### src/assert_macros.svh
// assertion helpers shared by the rtl, clocked on clock and disabled in reset
`ifndef ASSERT_MACROS_SVH
`define ASSERT_MACROS_SVH

// property that holds at every clock edge
`define ASSERT_ALWAYS(lbl, expr, msg) \
   lbl: assert property (@(posedge clock) disable iff (reset) (expr)) else $error(msg);

// property checked in the same cycle as its trigger
`define ASSERT_SAME(lbl, ante, cons, msg) \
   lbl: assert property (@(posedge clock) disable iff (reset) (ante) |-> (cons)) \
      else $error(msg);

// property checked in the cycle after its trigger
`define ASSERT_NEXT(lbl, ante, cons, msg) \
   lbl: assert property (@(posedge clock) disable iff (reset) (ante) |=> (cons)) \
      else $error(msg);

`endif

### src/lca_pkg.sv
package lca_pkg;

   localparam int NodeW      = 4;
   localparam int MasterW    = 5;
   localparam int RoundW     = 64;
   localparam int PropW      = 64;
   localparam int SecsW      = 16;
   localparam int NowW       = 32;
   localparam int ExpW       = 33;
   localparam int KindW      = 3;

   localparam int QueueDepth = 2;
   localparam int CountW     = $clog2(QueueDepth + 1);
   localparam int PtrW       = (QueueDepth > 1) ? $clog2(QueueDepth) : 1;

   localparam logic [KindW-1:0] KIND_PREP_REJECT = 3'd0;
   localparam logic [KindW-1:0] KIND_OPEN        = 3'd1;
   localparam logic [KindW-1:0] KIND_PREV        = 3'd2;
   localparam logic [KindW-1:0] KIND_PROP_REJECT = 3'd3;
   localparam logic [KindW-1:0] KIND_ACCEPT      = 3'd4;

   typedef struct packed {
      logic              is_propose;
      logic [NodeW-1:0]  sender;
      logic [RoundW-1:0] round;
      logic [PropW-1:0]  proposal;
      logic [NodeW-1:0]  owner;
      logic [SecsW-1:0]  secs;
      logic [NowW-1:0]   now;
   } cmd_type;

   typedef struct packed {
      logic [NodeW-1:0]  dest_node;
      logic [KindW-1:0]  reply_kind;
      logic [NodeW-1:0]  from_node;
      logic [PropW-1:0]  echo_proposal;
      logic [PropW-1:0]  prior_proposal;
      logic [NodeW-1:0]  prior_owner;
      logic [SecsW-1:0]  prior_secs;
      logic [RoundW-1:0] reply_round;
   } rsp_type;

   function automatic logic [PtrW-1:0] ptr_next(input logic [PtrW-1:0] ptr);
      logic [PtrW-1:0] nxt;
      if (ptr == PtrW'(QueueDepth - 1)) begin
         nxt = '0;
      end else begin
         nxt = ptr + PtrW'(1);
      end
      return nxt;
   endfunction

endpackage

### src/lca_front.sv
`include "assert_macros.svh"

module lca_front
   import lca_pkg::*;
(
   input  logic                      clock,
   input  logic                      reset,
   input  logic                      req_push,
   output logic                      req_full,
   input  logic                      req_type,
   input  logic [NodeW-1:0]          req_sender_node,
   input  logic [RoundW-1:0]         req_round_id,
   input  logic [PropW-1:0]          req_proposal_num,
   input  logic [NodeW-1:0]          req_owner_node,
   input  logic [SecsW-1:0]          req_lease_secs,
   input  logic [NowW-1:0]           req_now_secs,
   input  logic [RoundW-1:0]         req_local_round,
   input  logic signed [MasterW-1:0] req_current_master,
   output logic                      cmd_valid,
   output cmd_type                   cmd_data,
   input  logic                      cmd_pop
);

   logic [CountW-1:0] count_ff, count_in;
   logic [PtrW-1:0]   wr_ptr_ff, wr_ptr_in;
   logic [PtrW-1:0]   rd_ptr_ff, rd_ptr_in;
   cmd_type           entry_ff [QueueDepth];

   logic    master_match;
   logic    stale;
   logic    accept;
   logic    do_write;
   logic    do_read;
   cmd_type new_cmd;

   // a negative master never matches any sender
   assign master_match = !req_current_master[MasterW-1] &&
                         (req_current_master[NodeW-1:0] == req_sender_node);
   assign stale        = !req_type && (req_round_id < req_local_round) && !master_match;

   assign req_full  = (count_ff == CountW'(QueueDepth));
   assign accept    = req_push && !req_full;
   assign do_write  = accept && !stale;
   assign cmd_valid = (count_ff != '0);
   assign do_read   = cmd_pop && cmd_valid;
   assign cmd_data  = entry_ff[rd_ptr_ff];

   always_comb begin
      new_cmd.is_propose = req_type;
      new_cmd.sender     = req_sender_node;
      new_cmd.round      = req_round_id;
      new_cmd.proposal   = req_proposal_num;
      new_cmd.owner      = req_owner_node;
      new_cmd.secs       = req_lease_secs;
      new_cmd.now        = req_now_secs;
   end

   always_comb begin
      wr_ptr_in = do_write ? ptr_next(wr_ptr_ff) : wr_ptr_ff;
      rd_ptr_in = do_read ? ptr_next(rd_ptr_ff) : rd_ptr_ff;
      case ({do_write, do_read})
         2'b10:   count_in = count_ff + CountW'(1);
         2'b01:   count_in = count_ff - CountW'(1);
         default: count_in = count_ff;
      endcase
   end

   always_ff @(posedge clock) begin
      if (reset) begin
         count_ff  <= '0;
         wr_ptr_ff <= '0;
         rd_ptr_ff <= '0;
      end else begin
         count_ff  <= count_in;
         wr_ptr_ff <= wr_ptr_in;
         rd_ptr_ff <= rd_ptr_in;
      end
   end

   always_ff @(posedge clock) begin
      if (do_write) begin
         entry_ff[wr_ptr_ff] <= new_cmd;
      end
   end

   `ASSERT_ALWAYS(a_front_count_bound, count_ff <= CountW'(QueueDepth), "front queue overflow")
   `ASSERT_NEXT(a_front_stale_dropped, accept && stale && !do_read, $stable(count_ff),
                "stale prepare entered the queue")
   `ASSERT_SAME(a_front_ptr_sync, count_ff == '0, wr_ptr_ff == rd_ptr_ff,
                "empty queue with pointers apart")

endmodule

### src/lca_back.sv
`include "assert_macros.svh"

module lca_back
   import lca_pkg::*;
(
   input  logic             clock,
   input  logic             reset,
   input  logic             cmd_valid,
   input  cmd_type          cmd_data,
   output logic             cmd_pop,
   input  logic             csr_valid,
   output logic             csr_ready,
   input  logic [NodeW-1:0] csr_own_node,
   output logic             rsp_empty,
   input  logic             rsp_pop,
   output rsp_type          rsp_data
);

   logic [NodeW-1:0]  own_node_ff;
   logic [PropW-1:0]  promised_ff, promised_in;
   logic              has_accepted_ff, has_accepted_in;
   logic [PropW-1:0]  acc_proposal_ff, acc_proposal_in;
   logic [NodeW-1:0]  acc_owner_ff, acc_owner_in;
   logic [SecsW-1:0]  acc_secs_ff, acc_secs_in;
   logic [ExpW-1:0]   expiry_ff, expiry_in;

   logic [CountW-1:0] count_ff, count_in;
   logic [PtrW-1:0]   wr_ptr_ff, wr_ptr_in;
   logic [PtrW-1:0]   rd_ptr_ff, rd_ptr_in;
   rsp_type           entry_ff [QueueDepth];

   logic    out_full;
   logic    do_read;
   logic    lease_live;
   logic    below_promise;
   logic    accept_propose;
   rsp_type new_rsp;

   assign csr_ready = 1'b1;

   assign out_full  = (count_ff == CountW'(QueueDepth));
   assign rsp_empty = (count_ff == '0);
   assign do_read   = rsp_pop && !rsp_empty;
   assign cmd_pop   = cmd_valid && (!out_full || do_read);
   assign rsp_data  = entry_ff[rd_ptr_ff];

   // lease dropped once its expiry is strictly older than now
   assign lease_live     = has_accepted_ff && !(expiry_ff < ExpW'(cmd_data.now));
   assign below_promise  = cmd_data.proposal < promised_ff;
   assign accept_propose = cmd_data.is_propose && !below_promise;

   always_comb begin
      promised_in     = promised_ff;
      has_accepted_in = lease_live;
      acc_proposal_in = acc_proposal_ff;
      acc_owner_in    = acc_owner_ff;
      acc_secs_in     = acc_secs_ff;
      expiry_in       = expiry_ff;

      new_rsp.dest_node      = cmd_data.sender;
      new_rsp.reply_kind     = KIND_PREP_REJECT;
      new_rsp.from_node      = own_node_ff;
      new_rsp.echo_proposal  = cmd_data.proposal;
      new_rsp.prior_proposal = '0;
      new_rsp.prior_owner    = '0;
      new_rsp.prior_secs     = '0;
      new_rsp.reply_round    = cmd_data.round;

      if (!cmd_data.is_propose) begin
         if (below_promise) begin
            new_rsp.reply_kind = KIND_PREP_REJECT;
         end else begin
            promised_in = cmd_data.proposal;
            if (!lease_live) begin
               new_rsp.reply_kind = KIND_OPEN;
            end else begin
               new_rsp.reply_kind     = KIND_PREV;
               new_rsp.prior_proposal = acc_proposal_ff;
               new_rsp.prior_owner    = acc_owner_ff;
               new_rsp.prior_secs     = acc_secs_ff;
            end
         end
      end else begin
         if (below_promise) begin
            new_rsp.reply_kind = KIND_PROP_REJECT;
         end else begin
            has_accepted_in    = 1'b1;
            acc_proposal_in    = cmd_data.proposal;
            acc_owner_in       = cmd_data.owner;
            acc_secs_in        = cmd_data.secs;
            expiry_in          = ExpW'(cmd_data.now) + ExpW'(cmd_data.secs);
            new_rsp.reply_kind = KIND_ACCEPT;
         end
      end
   end

   always_comb begin
      wr_ptr_in = cmd_pop ? ptr_next(wr_ptr_ff) : wr_ptr_ff;
      rd_ptr_in = do_read ? ptr_next(rd_ptr_ff) : rd_ptr_ff;
      case ({cmd_pop, do_read})
         2'b10:   count_in = count_ff + CountW'(1);
         2'b01:   count_in = count_ff - CountW'(1);
         default: count_in = count_ff;
      endcase
   end

   always_ff @(posedge clock) begin
      if (reset) begin
         own_node_ff     <= '0;
         promised_ff     <= '0;
         has_accepted_ff <= 1'b0;
         acc_proposal_ff <= '0;
         acc_owner_ff    <= '0;
         acc_secs_ff     <= '0;
         expiry_ff       <= '0;
         count_ff        <= '0;
         wr_ptr_ff       <= '0;
         rd_ptr_ff       <= '0;
      end else begin
         if (csr_valid && csr_ready) begin
            own_node_ff <= csr_own_node;
         end
         if (cmd_pop) begin
            promised_ff     <= promised_in;
            has_accepted_ff <= has_accepted_in;
            acc_proposal_ff <= acc_proposal_in;
            acc_owner_ff    <= acc_owner_in;
            acc_secs_ff     <= acc_secs_in;
            expiry_ff       <= expiry_in;
         end
         count_ff  <= count_in;
         wr_ptr_ff <= wr_ptr_in;
         rd_ptr_ff <= rd_ptr_in;
      end
   end

   always_ff @(posedge clock) begin
      if (cmd_pop) begin
         entry_ff[wr_ptr_ff] <= new_rsp;
      end
   end

   `ASSERT_ALWAYS(a_back_count_bound, count_ff <= CountW'(QueueDepth), "reply queue overflow")
   `ASSERT_NEXT(a_back_accept_holds, cmd_pop && accept_propose, has_accepted_ff,
                "accepted propose left no lease")
   `ASSERT_NEXT(a_back_promise_update, cmd_pop && !cmd_data.is_propose && !below_promise,
                promised_ff == $past(cmd_data.proposal), "promise not raised by prepare")

endmodule

### src/lease_consensus_acceptor.sv
// Lease acceptor: takes one prepare or propose request per clock while req_full is low and
// returns at most one reply per request, in request order; a prepare whose round is behind
// the local round and whose sender is not the known master gets no reply and leaves the
// state alone. A front stage checks staleness on the way in and a back stage judges the
// request against the promised proposal and the accepted lease; two-entry queues sit
// between the front and the back and in front of the reply ports, so a request is taken
// every cycle while replies keep being popped, and req_full rises only when both queues are
// backed up. own_node is written over the csr port, which is always ready; the user must
// write it only while no request is in flight, and the block itself does not enforce this.
module lease_consensus_acceptor
   import lca_pkg::*;
(
   input  logic                      clock,
   input  logic                      reset,
   input  logic                      req_push,
   output logic                      req_full,
   input  logic                      req_type,
   input  logic [NodeW-1:0]          req_sender_node,
   input  logic [RoundW-1:0]         req_round_id,
   input  logic [PropW-1:0]          req_proposal_num,
   input  logic [NodeW-1:0]          req_owner_node,
   input  logic [SecsW-1:0]          req_lease_secs,
   input  logic [NowW-1:0]           req_now_secs,
   input  logic [RoundW-1:0]         req_local_round,
   input  logic signed [MasterW-1:0] req_current_master,
   output logic                      rsp_empty,
   input  logic                      rsp_pop,
   output logic [NodeW-1:0]          rsp_dest_node,
   output logic [KindW-1:0]          rsp_reply_kind,
   output logic [NodeW-1:0]          rsp_from_node,
   output logic [PropW-1:0]          rsp_echo_proposal,
   output logic [PropW-1:0]          rsp_prior_proposal,
   output logic [NodeW-1:0]          rsp_prior_owner,
   output logic [SecsW-1:0]          rsp_prior_secs,
   output logic [RoundW-1:0]         rsp_reply_round,
   input  logic                      csr_valid,
   output logic                      csr_ready,
   input  logic [NodeW-1:0]          csr_own_node
);

   logic    cmd_valid;
   logic    cmd_pop;
   cmd_type cmd_data;
   rsp_type rsp_data;

   lca_front u_front (
      .clock              (clock),
      .reset              (reset),
      .req_push           (req_push),
      .req_full           (req_full),
      .req_type           (req_type),
      .req_sender_node    (req_sender_node),
      .req_round_id       (req_round_id),
      .req_proposal_num   (req_proposal_num),
      .req_owner_node     (req_owner_node),
      .req_lease_secs     (req_lease_secs),
      .req_now_secs       (req_now_secs),
      .req_local_round    (req_local_round),
      .req_current_master (req_current_master),
      .cmd_valid          (cmd_valid),
      .cmd_data           (cmd_data),
      .cmd_pop            (cmd_pop)
   );

   lca_back u_back (
      .clock        (clock),
      .reset        (reset),
      .cmd_valid    (cmd_valid),
      .cmd_data     (cmd_data),
      .cmd_pop      (cmd_pop),
      .csr_valid    (csr_valid),
      .csr_ready    (csr_ready),
      .csr_own_node (csr_own_node),
      .rsp_empty    (rsp_empty),
      .rsp_pop      (rsp_pop),
      .rsp_data     (rsp_data)
   );

   assign rsp_dest_node      = rsp_data.dest_node;
   assign rsp_reply_kind     = rsp_data.reply_kind;
   assign rsp_from_node      = rsp_data.from_node;
   assign rsp_echo_proposal  = rsp_data.echo_proposal;
   assign rsp_prior_proposal = rsp_data.prior_proposal;
   assign rsp_prior_owner    = rsp_data.prior_owner;
   assign rsp_prior_secs     = rsp_data.prior_secs;
   assign rsp_reply_round    = rsp_data.reply_round;

endmodule

### config.mk
export PLATFORM = sky130hd
export DESIGN_NAME = lease_consensus_acceptor
export DESIGN_NICKNAME = d
export VERILOG_FILES = /design/src/lca_pkg.sv /design/src/lca_front.sv /design/src/lca_back.sv /design/src/lease_consensus_acceptor.sv
export VERILOG_INCLUDE_DIRS = /design/src /design/src/src
export SDC_FILE = /design/constraint.sdc
export NUM_CORES = 1
export LEC_CHECK = 0
export ABC_AREA = 0
export BUFFER_PORTS_ARGS = -buffer_cell sky130_fd_sc_hd__clkbuf_2
export CORE_MARGIN = 5
export CORE_UTILIZATION = 58
export CTS_CLUSTER_DIAMETER = 50
export DETAILED_ROUTE_END_ITERATION = 7
export PLACE_DENSITY_LB_ADDON = 0.1
export SYNTH_ARGS = -nofsm -noshare
export SYNTH_HDL_FRONTEND = slang
export SYNTH_HIERARCHICAL = 1
export SYNTH_SLANG_ARGS = --single-unit
### constraint.sdc
create_clock -name clock -period 12.35 [get_ports clock]
set_input_delay 0 -clock clock [delete_from_list [all_inputs] [get_ports clock]]
set_output_delay 0 -clock clock [all_outputs]
set_load 0.03 [all_outputs]
-- Word-level counts from Yosys, hierarchy flattened
Memories as Yosys holds them, arrays and structs flattened. A register that Yosys moved wholly into a read port is not among the register bits.
Cells that the tools add are included.
- bits in registers: 194
- memory bits (writable): 816
- input bits: 263
- output and inout bits: 226
- logic and storage cells: 83
- memories: 2
- memory list (memory ; words ; bits a word ; rd ports ; clocked after Yosys merged registers in ; write ports ; line ; RTL):
    u_back.entry_ff ; 2 ; 223 ; 1 ; 1 ; 1 ; lca_back.sv:30 ; rsp_type entry_ff [QueueDepth];
    u_front.entry_ff ; 2 ; 185 ; 1 ; 1 ; 1 ; lca_front.sv:27 ; cmd_type entry_ff [QueueDepth];
- $add $sub $neg: 9
- magnitude comparators: 3
- equal/unequal tests: 7
- multiplexer cells: 23
- bitwise gates (word level): 2
- reductions and logical operators: 24
- operators by type and width (operator ; count):
    84-bit two-way mux ; 3
    64-bit less-than comparator ; 2
    32-bit by 16-bit adder with 33-bit output ; 1
    33-bit by 32-bit less-than comparator with 1-bit output ; 1
    1-bit two-way mux ; 14
    1-bit logical AND ; 9
    3-bit two-way mux ; 3
    2-bit equality test (second input constant) ; 4
    1-bit zero test ; 8
    2-bit one-hot mux with 2 select lines ; 2
    3-bit AND reduction ; 2
    2-bit nonzero test ; 3
    1-bit adder (second input constant) ; 4
    2-bit by 1-bit adder with 2-bit output (second input constant) ; 2
    2-bit by 1-bit equality test with 1-bit output (second input constant) ; 2
    4-bit equality test ; 1
    2-bit by 1-bit subtractor with 2-bit output (second input constant) ; 2
    2-bit zero test ; 1
    2-bit two-way mux ; 1
    1-bit NOT ; 2
    1-bit logical OR ; 1

-- Depth between registers and ports, before layout
Gate-level depths: netlist (run 1).
- depth after elaboration: 8
- depth in mapped cells: 16
- gate-level depth less buffers: 13

-- Cells and area by module
The synthesis (run 1) kept the hierarchy.
- modules (own cells, without submodules) (module ; times used ; cells an instance ; area each (sq um) ; seq. area each (sq um)):
    lca_back ; 1 ; 1916 ; 26783.2 ; 17216.5
    lca_front ; 1 ; 843 ; 15207.1 ; 11210.8

-- Worst setup path before layout (run 1)
No wires, ideal clock.
- path kind: register to register
- start: reg u_front.count_ff[0]
- end: mem u_back/entry_ff[0][0] (netlist name) (enable)
- setup time: 809 ps
- data arrival time: 9845 ps
- data required time: 11541 ps
- slack: 1696 ps
- cell stages (with the launch flop): 4
- path buffers: 0
- clock period less this slack: 10654 ps
- path through: dfxtp_1 -> or2_2 -> nand2_1 -> nor2_1
- word-level cells in the longest chain between the ends: 4
- ends and longest elaborated chain (element ; line ; RTL):
    start, declared ; lca_front.sv:24 ; logic [CountW-1:0] count_ff, count_in;
    start signal, assigned ; lca_front.sv:74 ; count_ff <= count_in;
    2-bit nonzero test ; lca_front.sv:44 ; assign cmd_valid = (count_ff != '0);
    net cmd_valid ; lease_consensus_acceptor.sv:41 ; logic cmd_valid;
    1-bit logical AND ; lca_back.sv:44 ; assign cmd_pop = cmd_valid && (!out_full || do_read);
    1-bit two-way mux ; lca_back.sv:138 ; if (cmd_pop) begin
    1-bit two-way mux (implied by the code) ; lca_back.sv:139 ; entry_ff[wr_ptr_ff] <= new_rsp;
    end, declared ; lca_back.sv:30 ;
The timed path passes the listed nets, and every way through them passes these cells.

==> results by group, run 1 <==
Routing
  • Vias/cell: 5.50
  • Routed Antenna Nets: 0
  • Initial DRC count: 1,625
  • Detailed-route wire length: 96,100 um
  • Drt drc: 0
  • Routed WL per cell: 21.2 um
  • First drt pass iteration count: 5
  • DR vias: 24,851

Setup path
  • Slowest CP cell: buf_4
  • Worst R2R End: u_back/acc_secs_ff[1]$_SDFFE_PP0P_
  • Worst Path Buf+Inv: 3
  • Data arrival time of the critical path: 6.01 ns
  • Worst r2r path cells: 12
  • CP Capture Type: flop
  • CP dominant cell by count: buf_4
  • Slowest stage delay, CP: 0.93 ns
  • Critical path class: reg -> reg
  • Worst path required time: 12.83 ns
  • Critical path's top delay family: buffers and inverters
  • Critical Path Start Type: flop
  • Crit path max fanout: 113
  • Crit-path cells: buf_12 > mux2_2 > ha_1 > nand4_1 > nor4_2 > a2bb2oi_1 > a2111oi_4 > nor3_2 > buf_4 > buf_4 > mux2i_1 > nor2_1
  • Setup slack, reg-to-reg: 6.82 ns

Clocking
  • Worst-path clk slew: 0.06 ns
  • Sink Count: 1,012
  • Post-CTS Setup Bufs: 0
  • CTS tree: built
  • CTS buffer count: 107
  • Clock Tree Buf Depth: 3
  • H-Tree Depth: 3
  • Clock latency on the worst-skew pair: 0.64 ns
  • CTS root buf: clkbuf_16

Min path
  • Worst hold endpoint: u_front/entry_ff[0][49]$_DFFE_PP_
  • Hold WC Path Type: in -> reg
  • Worst hold path startpoint: req_owner_node[1]
  • Cells on Worst Hold Path: 2

STA
  • Layout Skew: 0.0157 ns
  • Setup Viol. Count Final: 0
  • Hold Fails Final Rpt: 0
  • Slew margin rel.: 22.1%
  • RSZ-0062 raised after global routing: false
  • Fin. max-slew vios: 0
  • Final period demand of the worst path: 5.53 ns
  • Worst slew pin tran: 1.17 ns
  • Crit share post-route: 44.8%
  • Maximum clock rate: 181 MHz
  • TNS Setup: 0 ns
  • Final hold slack: 0.0923 ns

Floorplanning
  • Top Ports: 489
  • Rows: 98
  • Die Wd: 279 um
  • Die ar.: 77,900 um2
  • Die H: 279 um
  • Starting Density: 58.6%
  • Core ar.: 71,600 um2

Flow run
  • Max Cap Viol: 0

Placement
  • Port Buffers: 487
  • Dpl hpwl: 62,200 um
  • DP Cell Count: 4,113
  • Post-DP Area: 45,400 um2
  • RePlAce Congestion: 0.903

Run status
  • Outcome: completed

Layout
  • # fillers: 4,719
  • Layout cells sized above 1: 31.0%
  • Fin cells: 4,522
  • Register Area: 28,400 um2
  • Multi-input gate area: 12,500 um2
  • Final instance area: 51,000 um2
  • Leading cell types in the layout, fill and taps excluded: 816 x edfxtp_1, 486 x clkbuf_2, 403 x mux2_2, 214 x nor2_1, 201 x dlygate4sd3_1
  • Nets: 3,911
  • Commonest non-fill, non-tap cell in the layout: edfxtp_1
  • Syn-to-layout area delta: 21.5%

Synth
  • Yosys cell types: 71
  • Async set-reset flop share out of synthesis: 0%
  • Synth Area in Adders: 5.23%
  • Main synth FF type: edfxtp_1
  • Most area-consuming cells after synthesis: edfxtp_1 58%, mux2_2 11%, dfxtp_1 9.3%
  • Synthesized area: 42,000 um2
  • Main combinational cell family by area after synthesis: multiplexers
  • Synthesized-area fraction occupied by and/or/nand/nor cells: 5.46%
  • Synthesized net count: 3,197
  • Seq/Total Area, Yosys: 67.7%
  • Top cell type's share of synthesized area: 58.4%
  • Warnings from Yosys: 6
  • Synth Register Bits: 1,012
  • Xor/xnor share of the synthesized area: 0.751%
  • Mux cell area share after synthesis: 14.9%
  • Post-synth EDFFs: 816
  • Avg Cell Area, Syn: 15.2 um2
  • Post-synthesis compound-gate area fraction: 3.32%
  • Post-Synthesis Cells: 2,759
  • Synth area leader: edfxtp_1

Global routing
  • Number of global-route vias before repair: 26,349
  • First-pass GRT wire length: 148,000 um
  • Total grt overflow: 0
  • Initial antenna violation count: 18
  • GRT Total Usage: 24.2%
  • Largest net degree at the start of global routing: 167

Power and ir drop
  • Leakage: 19.2 nW
  • Pwr per Cell Area: 238 nW/um2
  • Max VDD drop: 171 uV
==> routing by layer <==
metal | vias up | global-route usage [%] | part of all wire, %
met5 | - | 0 | 0.12
met4 | 20 | 7.44 | 2.9
met3 | 182 | 5.69 | 6.7
met2 | 735 | 41.5 | 50
met1 | 12271 | 31.0 | 41
li1 | 11643 | - | -
==> worst reg2reg max path: stages (launching register included) <==
cell	delay (ns)
dfxtp_4	0.73
buf_12	0.44
mux2_2	0.70
ha_1	0.35
nand4_1	0.18
nor4_2	0.36
a2bb2oi_1	0.29
a2111oi_4	0.11
nor3_2	0.20
buf_4	0.63
buf_4	0.95
mux2i_1	0.36
nor2_1	0.08
==> worst max path at each step <==
stage / end / slack (ns) / cells past startpoint
after CTS: u_back/acc_secs_ff[1]$_SDFFE_PP0P_ / 6.78 / 12
final: u_back/acc_secs_ff[1]$_SDFFE_PP0P_ / 6.82 / 12
after detailed placement: u_back/acc_secs_ff[1]$_SDFFE_PP0P_ / 6.84 / 12
after global routing: u_back/acc_secs_ff[12]$_SDFFE_PP0P_ / 6.49 / 12
after global placement: u_back/acc_secs_ff[4]$_SDFFE_PP0P_ / 6.92 / 12
after floorplan: u_back/entry_ff[0][0]$_DFFE_PP_ / 1.70 / 3
==> through the flow <==
step / util, % / worst slack [ns] / total power [mW]
after floorplan: - / 1.70 / 7.89
after global placement: 63.4 / 6.92 / 8.84
after detailed placement: 63.4 / 6.84 / 8.95
after CTS: 71.2 / 6.78 / 12.3
after global routing: 71.3 / 6.49 / 12.7
final: 71.3 / 6.82 / 12.1
==> what timing repair did <==
item                      4_1_cts  5_1_grt
hold buffers                  201        0
resized for setup               0        0
hold endpoints to repair      465        0
==> where the power goes <==
part | internal, mW | total [mW] | switching [mW] | leakage (nW)
sequential | 4.63 | 4.87 | 0.246 | 9.19
combinational | 1.43 | 4.05 | 2.62 | 8.23
clock | 1.92 | 3.23 | 1.31 | 1.76
==> synthesized netlist by cell type (10+ instances only) <==
master and instances:
and4_1 10, ha_1 174, mux2_2 403, a211oi_1 21
edfxtp_1 816, mux2i_1 166, a21o_1 21, and2_1 93
o21ai_0 40, inv_1 170, buf_2 18, nand4_1 21
nand3_1 20, nor2_1 215, nand2_1 54, clkbuf_1 75
dfxtp_1 196, a21oi_1 79, xnor2_1 29
==> sequential cells by signal, indices dropped and copies added (netlist names), 2 cells and up, named ones only <==
| name | count |
|---|---|
| u_back/entry_ff | 446 |
| u_front/entry_ff | 370 |
| u_back/acc_proposal_ff | 64 |
| u_back/promised_ff | 64 |
| u_back/expiry_ff | 33 |
| u_back/acc_secs_ff | 16 |
| u_back/acc_owner_ff | 4 |
| u_back/own_node_ff | 4 |
| u_back/count_ff | 2 |
| u_front/count_ff | 2 |
==> cell families (layout without fill, tap and decap cells) <==
| logic type | after synthesis | in the layout |
|---|---|---|
| other cells | 1 | 9 |
| buf+inv | 274 | 1079 |
| fa+ha+maj | 175 | 175 |
| simple gates | 469 | 469 |
| xor+xnor | 36 | 36 |
| compound gates | 218 | 218 |
| flops | 1012 | 1012 |
| mux | 574 | 574 |
==> final cells by class <==
class	instances	share of cell area, %
Inverter	170	1.25
Sequential cell	1012	55.7
Multi-Input combinational cell	1473	24.5
Clock inverter	70	1.46
Antenna cell	8	0.0392
Clock buffer	130	5.62
Timing Repair Buffer	709	9.09
Tap cell	950	2.33
(Power assumes the default switching activity.)
==> run 2: changes to the inputs <==
--- a/config.mk
+++ b/config.mk
@@ -6,10 +6,10 @@
 export SDC_FILE = /design/constraint.sdc
 export NUM_CORES = 1
 export LEC_CHECK = 0
-export ABC_AREA = 0
+export ABC_AREA = 1
 export BUFFER_PORTS_ARGS = -buffer_cell sky130_fd_sc_hd__clkbuf_2
 export CORE_MARGIN = 5
-export CORE_UTILIZATION = 58
+export CORE_UTILIZATION = 53
 export CTS_CLUSTER_DIAMETER = 50
 export DETAILED_ROUTE_END_ITERATION = 7
 export PLACE_DENSITY_LB_ADDON = 0.1
==> constraint.sdc (replaced) <==
create_clock -name clock -period 4.86 [get_ports clock]
set_input_delay 0 -clock clock [delete_from_list [all_inputs] [get_ports clock]]
set_output_delay 0 -clock clock [all_outputs]
set_load 0.03 [all_outputs]
==> results by group, run 2 <==
Run status
  • Outcome: completed

Setup path
  • Crit-path cells: buf_12 > buf_12 > mux2_1 > ha_1 > nand2_1 > nor2_1 > nand4_1 > nor3_2 > and3_1 > nand2_1 > nand2_8 > nand3_4 > buf_12 > nand2_1 > inv_1 > nor2_1
  • Slowest stage delay, CP: 0.54 ns
  • Slowest CP cell: dfxtp_4
  • Critical path's top delay family: simple AND/OR/NAND/NOR gates
  • Data arrival time of the critical path: 4.75 ns
  • Worst Path Buf+Inv: 4
  • Crit path max fanout: 34
  • CP Capture Type: flop
  • Critical Path Start Type: flop
  • Setup slack, reg-to-reg: 0.70 ns
  • Worst path required time: 5.45 ns
  • Critical path class: reg -> reg

Routing
  • Detailed-route wire length: 104,000 um
  • First drt pass iteration count: 6
  • Drt drc: 0
  • Vias/cell: 5.07
  • Routed WL per cell: 18.3 um
  • DR vias: 28,717
  • Initial DRC count: 1,563
  • Routed Antenna Nets: 0

Clocking
  • Post-CTS Resized: 0
  • Clock latency on the worst-skew pair: 0.66 ns
  • Clock Tree Buf Depth: 3
  • Worst-path clk slew: 0.06 ns
  • CTS root buf: clkbuf_16
  • Post-CTS Setup Bufs: 0
  • CTS tree: built
  • Sink Count: 1,012
  • CTS buffer count: 119
  • H-Tree Depth: 3

Placement
  • RePlAce Congestion: 0.909
  • Dpl hpwl: 65,700 um
  • Post-DP Area: 48,200 um2
  • Port Buffers: 487

Layout
  • Layout cells sized above 1: 21.6%
  • Syn-to-layout area delta: 21.4%
  • Reg with most FFs: u_back/entry_ff
  • Largest regs: u_back/entry_ff: 446 flops, u_front/entry_ff: 370 flops
  • Final instance area: 54,100 um2
  • Leading cell types in the layout, fill and taps excluded: 816 x edfxtp_1, 619 x inv_1, 597 x nand2_1, 487 x clkbuf_2, 344 x nor2_1
  • Nets: 4,920
  • Commonest non-fill, non-tap cell in the layout: edfxtp_1
  • Flip-flop count of the largest register after layout: 446

Power and ir drop
  • Logic pwr share: 34.2%
  • Max VDD drop: 483 uV
  • Pwr per Cell Area: 579 nW/um2
  • Psw: 11.4 mW
  • Clock Power Share: 27.4%
  • Leakage: 22.7 nW
  • Sequential fraction of design power: 38.3%
  • Switching part of the total: 36.2%
  • Cell Int Power: 20.0 mW

Synth
  • Synth Register Bits: 1,012
  • Post-Synthesis Cells: 3,796
  • Most area-consuming cells after synthesis: edfxtp_1 55%, dfxtp_1 8.8%, mux2_2 6.4%
  • Synthesized area: 44,600 um2
  • Post-synth EDFFs: 816
  • Async set-reset flop share out of synthesis: 0%
  • Synth area leader: edfxtp_1
  • Commonest cells in the synthesized netlist: 816 x edfxtp_1, 621 x inv_1, 597 x nand2_1
  • Main synth FF type: edfxtp_1
  • Yosys cell types: 39
  • Seq/Total Area, Yosys: 63.8%
  • Avg Cell Area, Syn: 11.7 um2
  • Synthesized net count: 4,234
  • Warnings from Yosys: 6
  • Top cell type's share of synthesized area: 55.0%
  • Most common cell in the netlist: edfxtp_1

Floorplanning
  • Core ar.: 83,600 um2
  • Die Wd: 300 um
  • Die H: 300 um
  • Top Ports: 489
  • Starting Density: 53.4%
  • Die ar.: 90,000 um2
  • Rows: 106

STA
  • TNS Setup: 0 ns
  • Maximum clock rate: 241 MHz
  • Crit share post-route: 85.5%
  • Final hold slack: 0.0655 ns
  • Final period demand of the worst path: 4.16 ns
  • Worst slew pin tran: 1.07 ns
  • Layout Skew: 0.0241 ns
  • RSZ-0062 raised after global routing: false
  • Fin. max-slew vios: 0
  • Hold Fails Final Rpt: 0
  • Setup Viol. Count Final: 0
  • Slew margin rel.: 28.4%

Global routing
  • Initial antenna violation count: 4
  • Total grt overflow: 0
  • First-pass GRT wire length: 160,000 um
  • GRT Total Usage: 22.6%
  • Number of global-route vias before repair: 28,370
  • Largest net degree at the start of global routing: 119

Min path
  • Hold WC Path Type: in -> reg

Flow run
  • Max Cap Viol: 0
run 2: cell types whose count changed in the layout (fill, tap and decap cells not counted), moves of 91 or more:
cell	previous run	this run
and2_1	91	0
inv_1	170	619
mux2_1	5	154
mux2_2	403	253
mux2i_1	166	0
nand2_1	54	597
nand4_1	21	203
nor2_1	214	344
run 2: layout make-up:
cell class	instances	area, um2
Inverter	630	2380
Clock buffer	152	3230
Tap cell	1080	1350
Fill cell	6498	29400
Timing Repair Buffer	720	4890
Sequential cell	1012	28400
Antenna cell	3	7.51
Clock inverter	72	679
Multi-Input combinational cell	1999	13200
run 2: cells by family (layout without fill, tap and decap cells):
kind of cell	Yosys count	count (layout)	share of synthesized area (%)
AOI/OAI and AO/OA	168	168	1.94
xor gates and xnor gates	26	26	0.511
adders and majority gates	175	175	4.93
buffers and inverters	785	1574	6.82
DFF	1012	1012	63.8
muxes	408	408	10.3
other	1	4	0.00841
and+or+nand+nor	1221	1221	11.7
run 2: power by group through the flow:
| stage | logic (mW) | registers (mW) | clock network (mW) |
|---|---|---|---|
| finish | 10.7 | 12.0 | 8.60 |
| global route | 11.7 | 12.2 | 9.17 |
| detailed placement | 10.7 | 12.2 | 0 |
| CTS | 10.9 | 12.0 | 8.80 |
| floorplan | 7.50 | 12.2 | 0 |
| global placement | 10.6 | 12.1 | 0 |
run 2: path summary, 6_finish.rpt:
kind	start	end	cells after the start
setup / recovery	flop	u_back/promised_ff[34]$_SDFFE_PP0P_	16
hold / removal	req_owner_node[2]	u_front/entry_ff[1][50]$_DFFE_PP_	2
setup reg to reg	flop	u_back/promised_ff[34]$_SDFFE_PP0P_	16
hold reg to reg	u_back/rd_ptr_ff$_SDFFE_PP0P_	flop	1
run 2: timing repair:
action                                  CTS  global route
hold buffers                            201             0
endpoints found under the setup margin    0             0
hold endpoints to repair                454             0
run 2: metal layers:
metal / global-route usage [%] / vias to the layer above / wire [um]
met5: 0 / - / 13
met2: 40.6 / 601 / 53700
met3: 3.83 / 164 / 4590
met1: 27.9 / 13690 / 42400
met4: 7.03 / 2 / 3240
li1: - / 14260 / -
run 2: per-stage QoR:
| stage | instances | util [%] | total power, mW | worst slack [ns] |
|---|---|---|---|---|
| after floorplan | 3796 | - | 19.7 | -2.05 |
| after global placement | 5240 | 57.7 | 22.7 | 0.746 |
| after detailed placement | 5240 | 57.7 | 22.9 | 0.703 |
| after CTS | 5665 | 64.8 | 31.7 | 0.692 |
| after global routing | 5668 | 64.8 | 33.1 | 0.479 |
| final | 5668 | 64.8 | 31.3 | 0.704 |
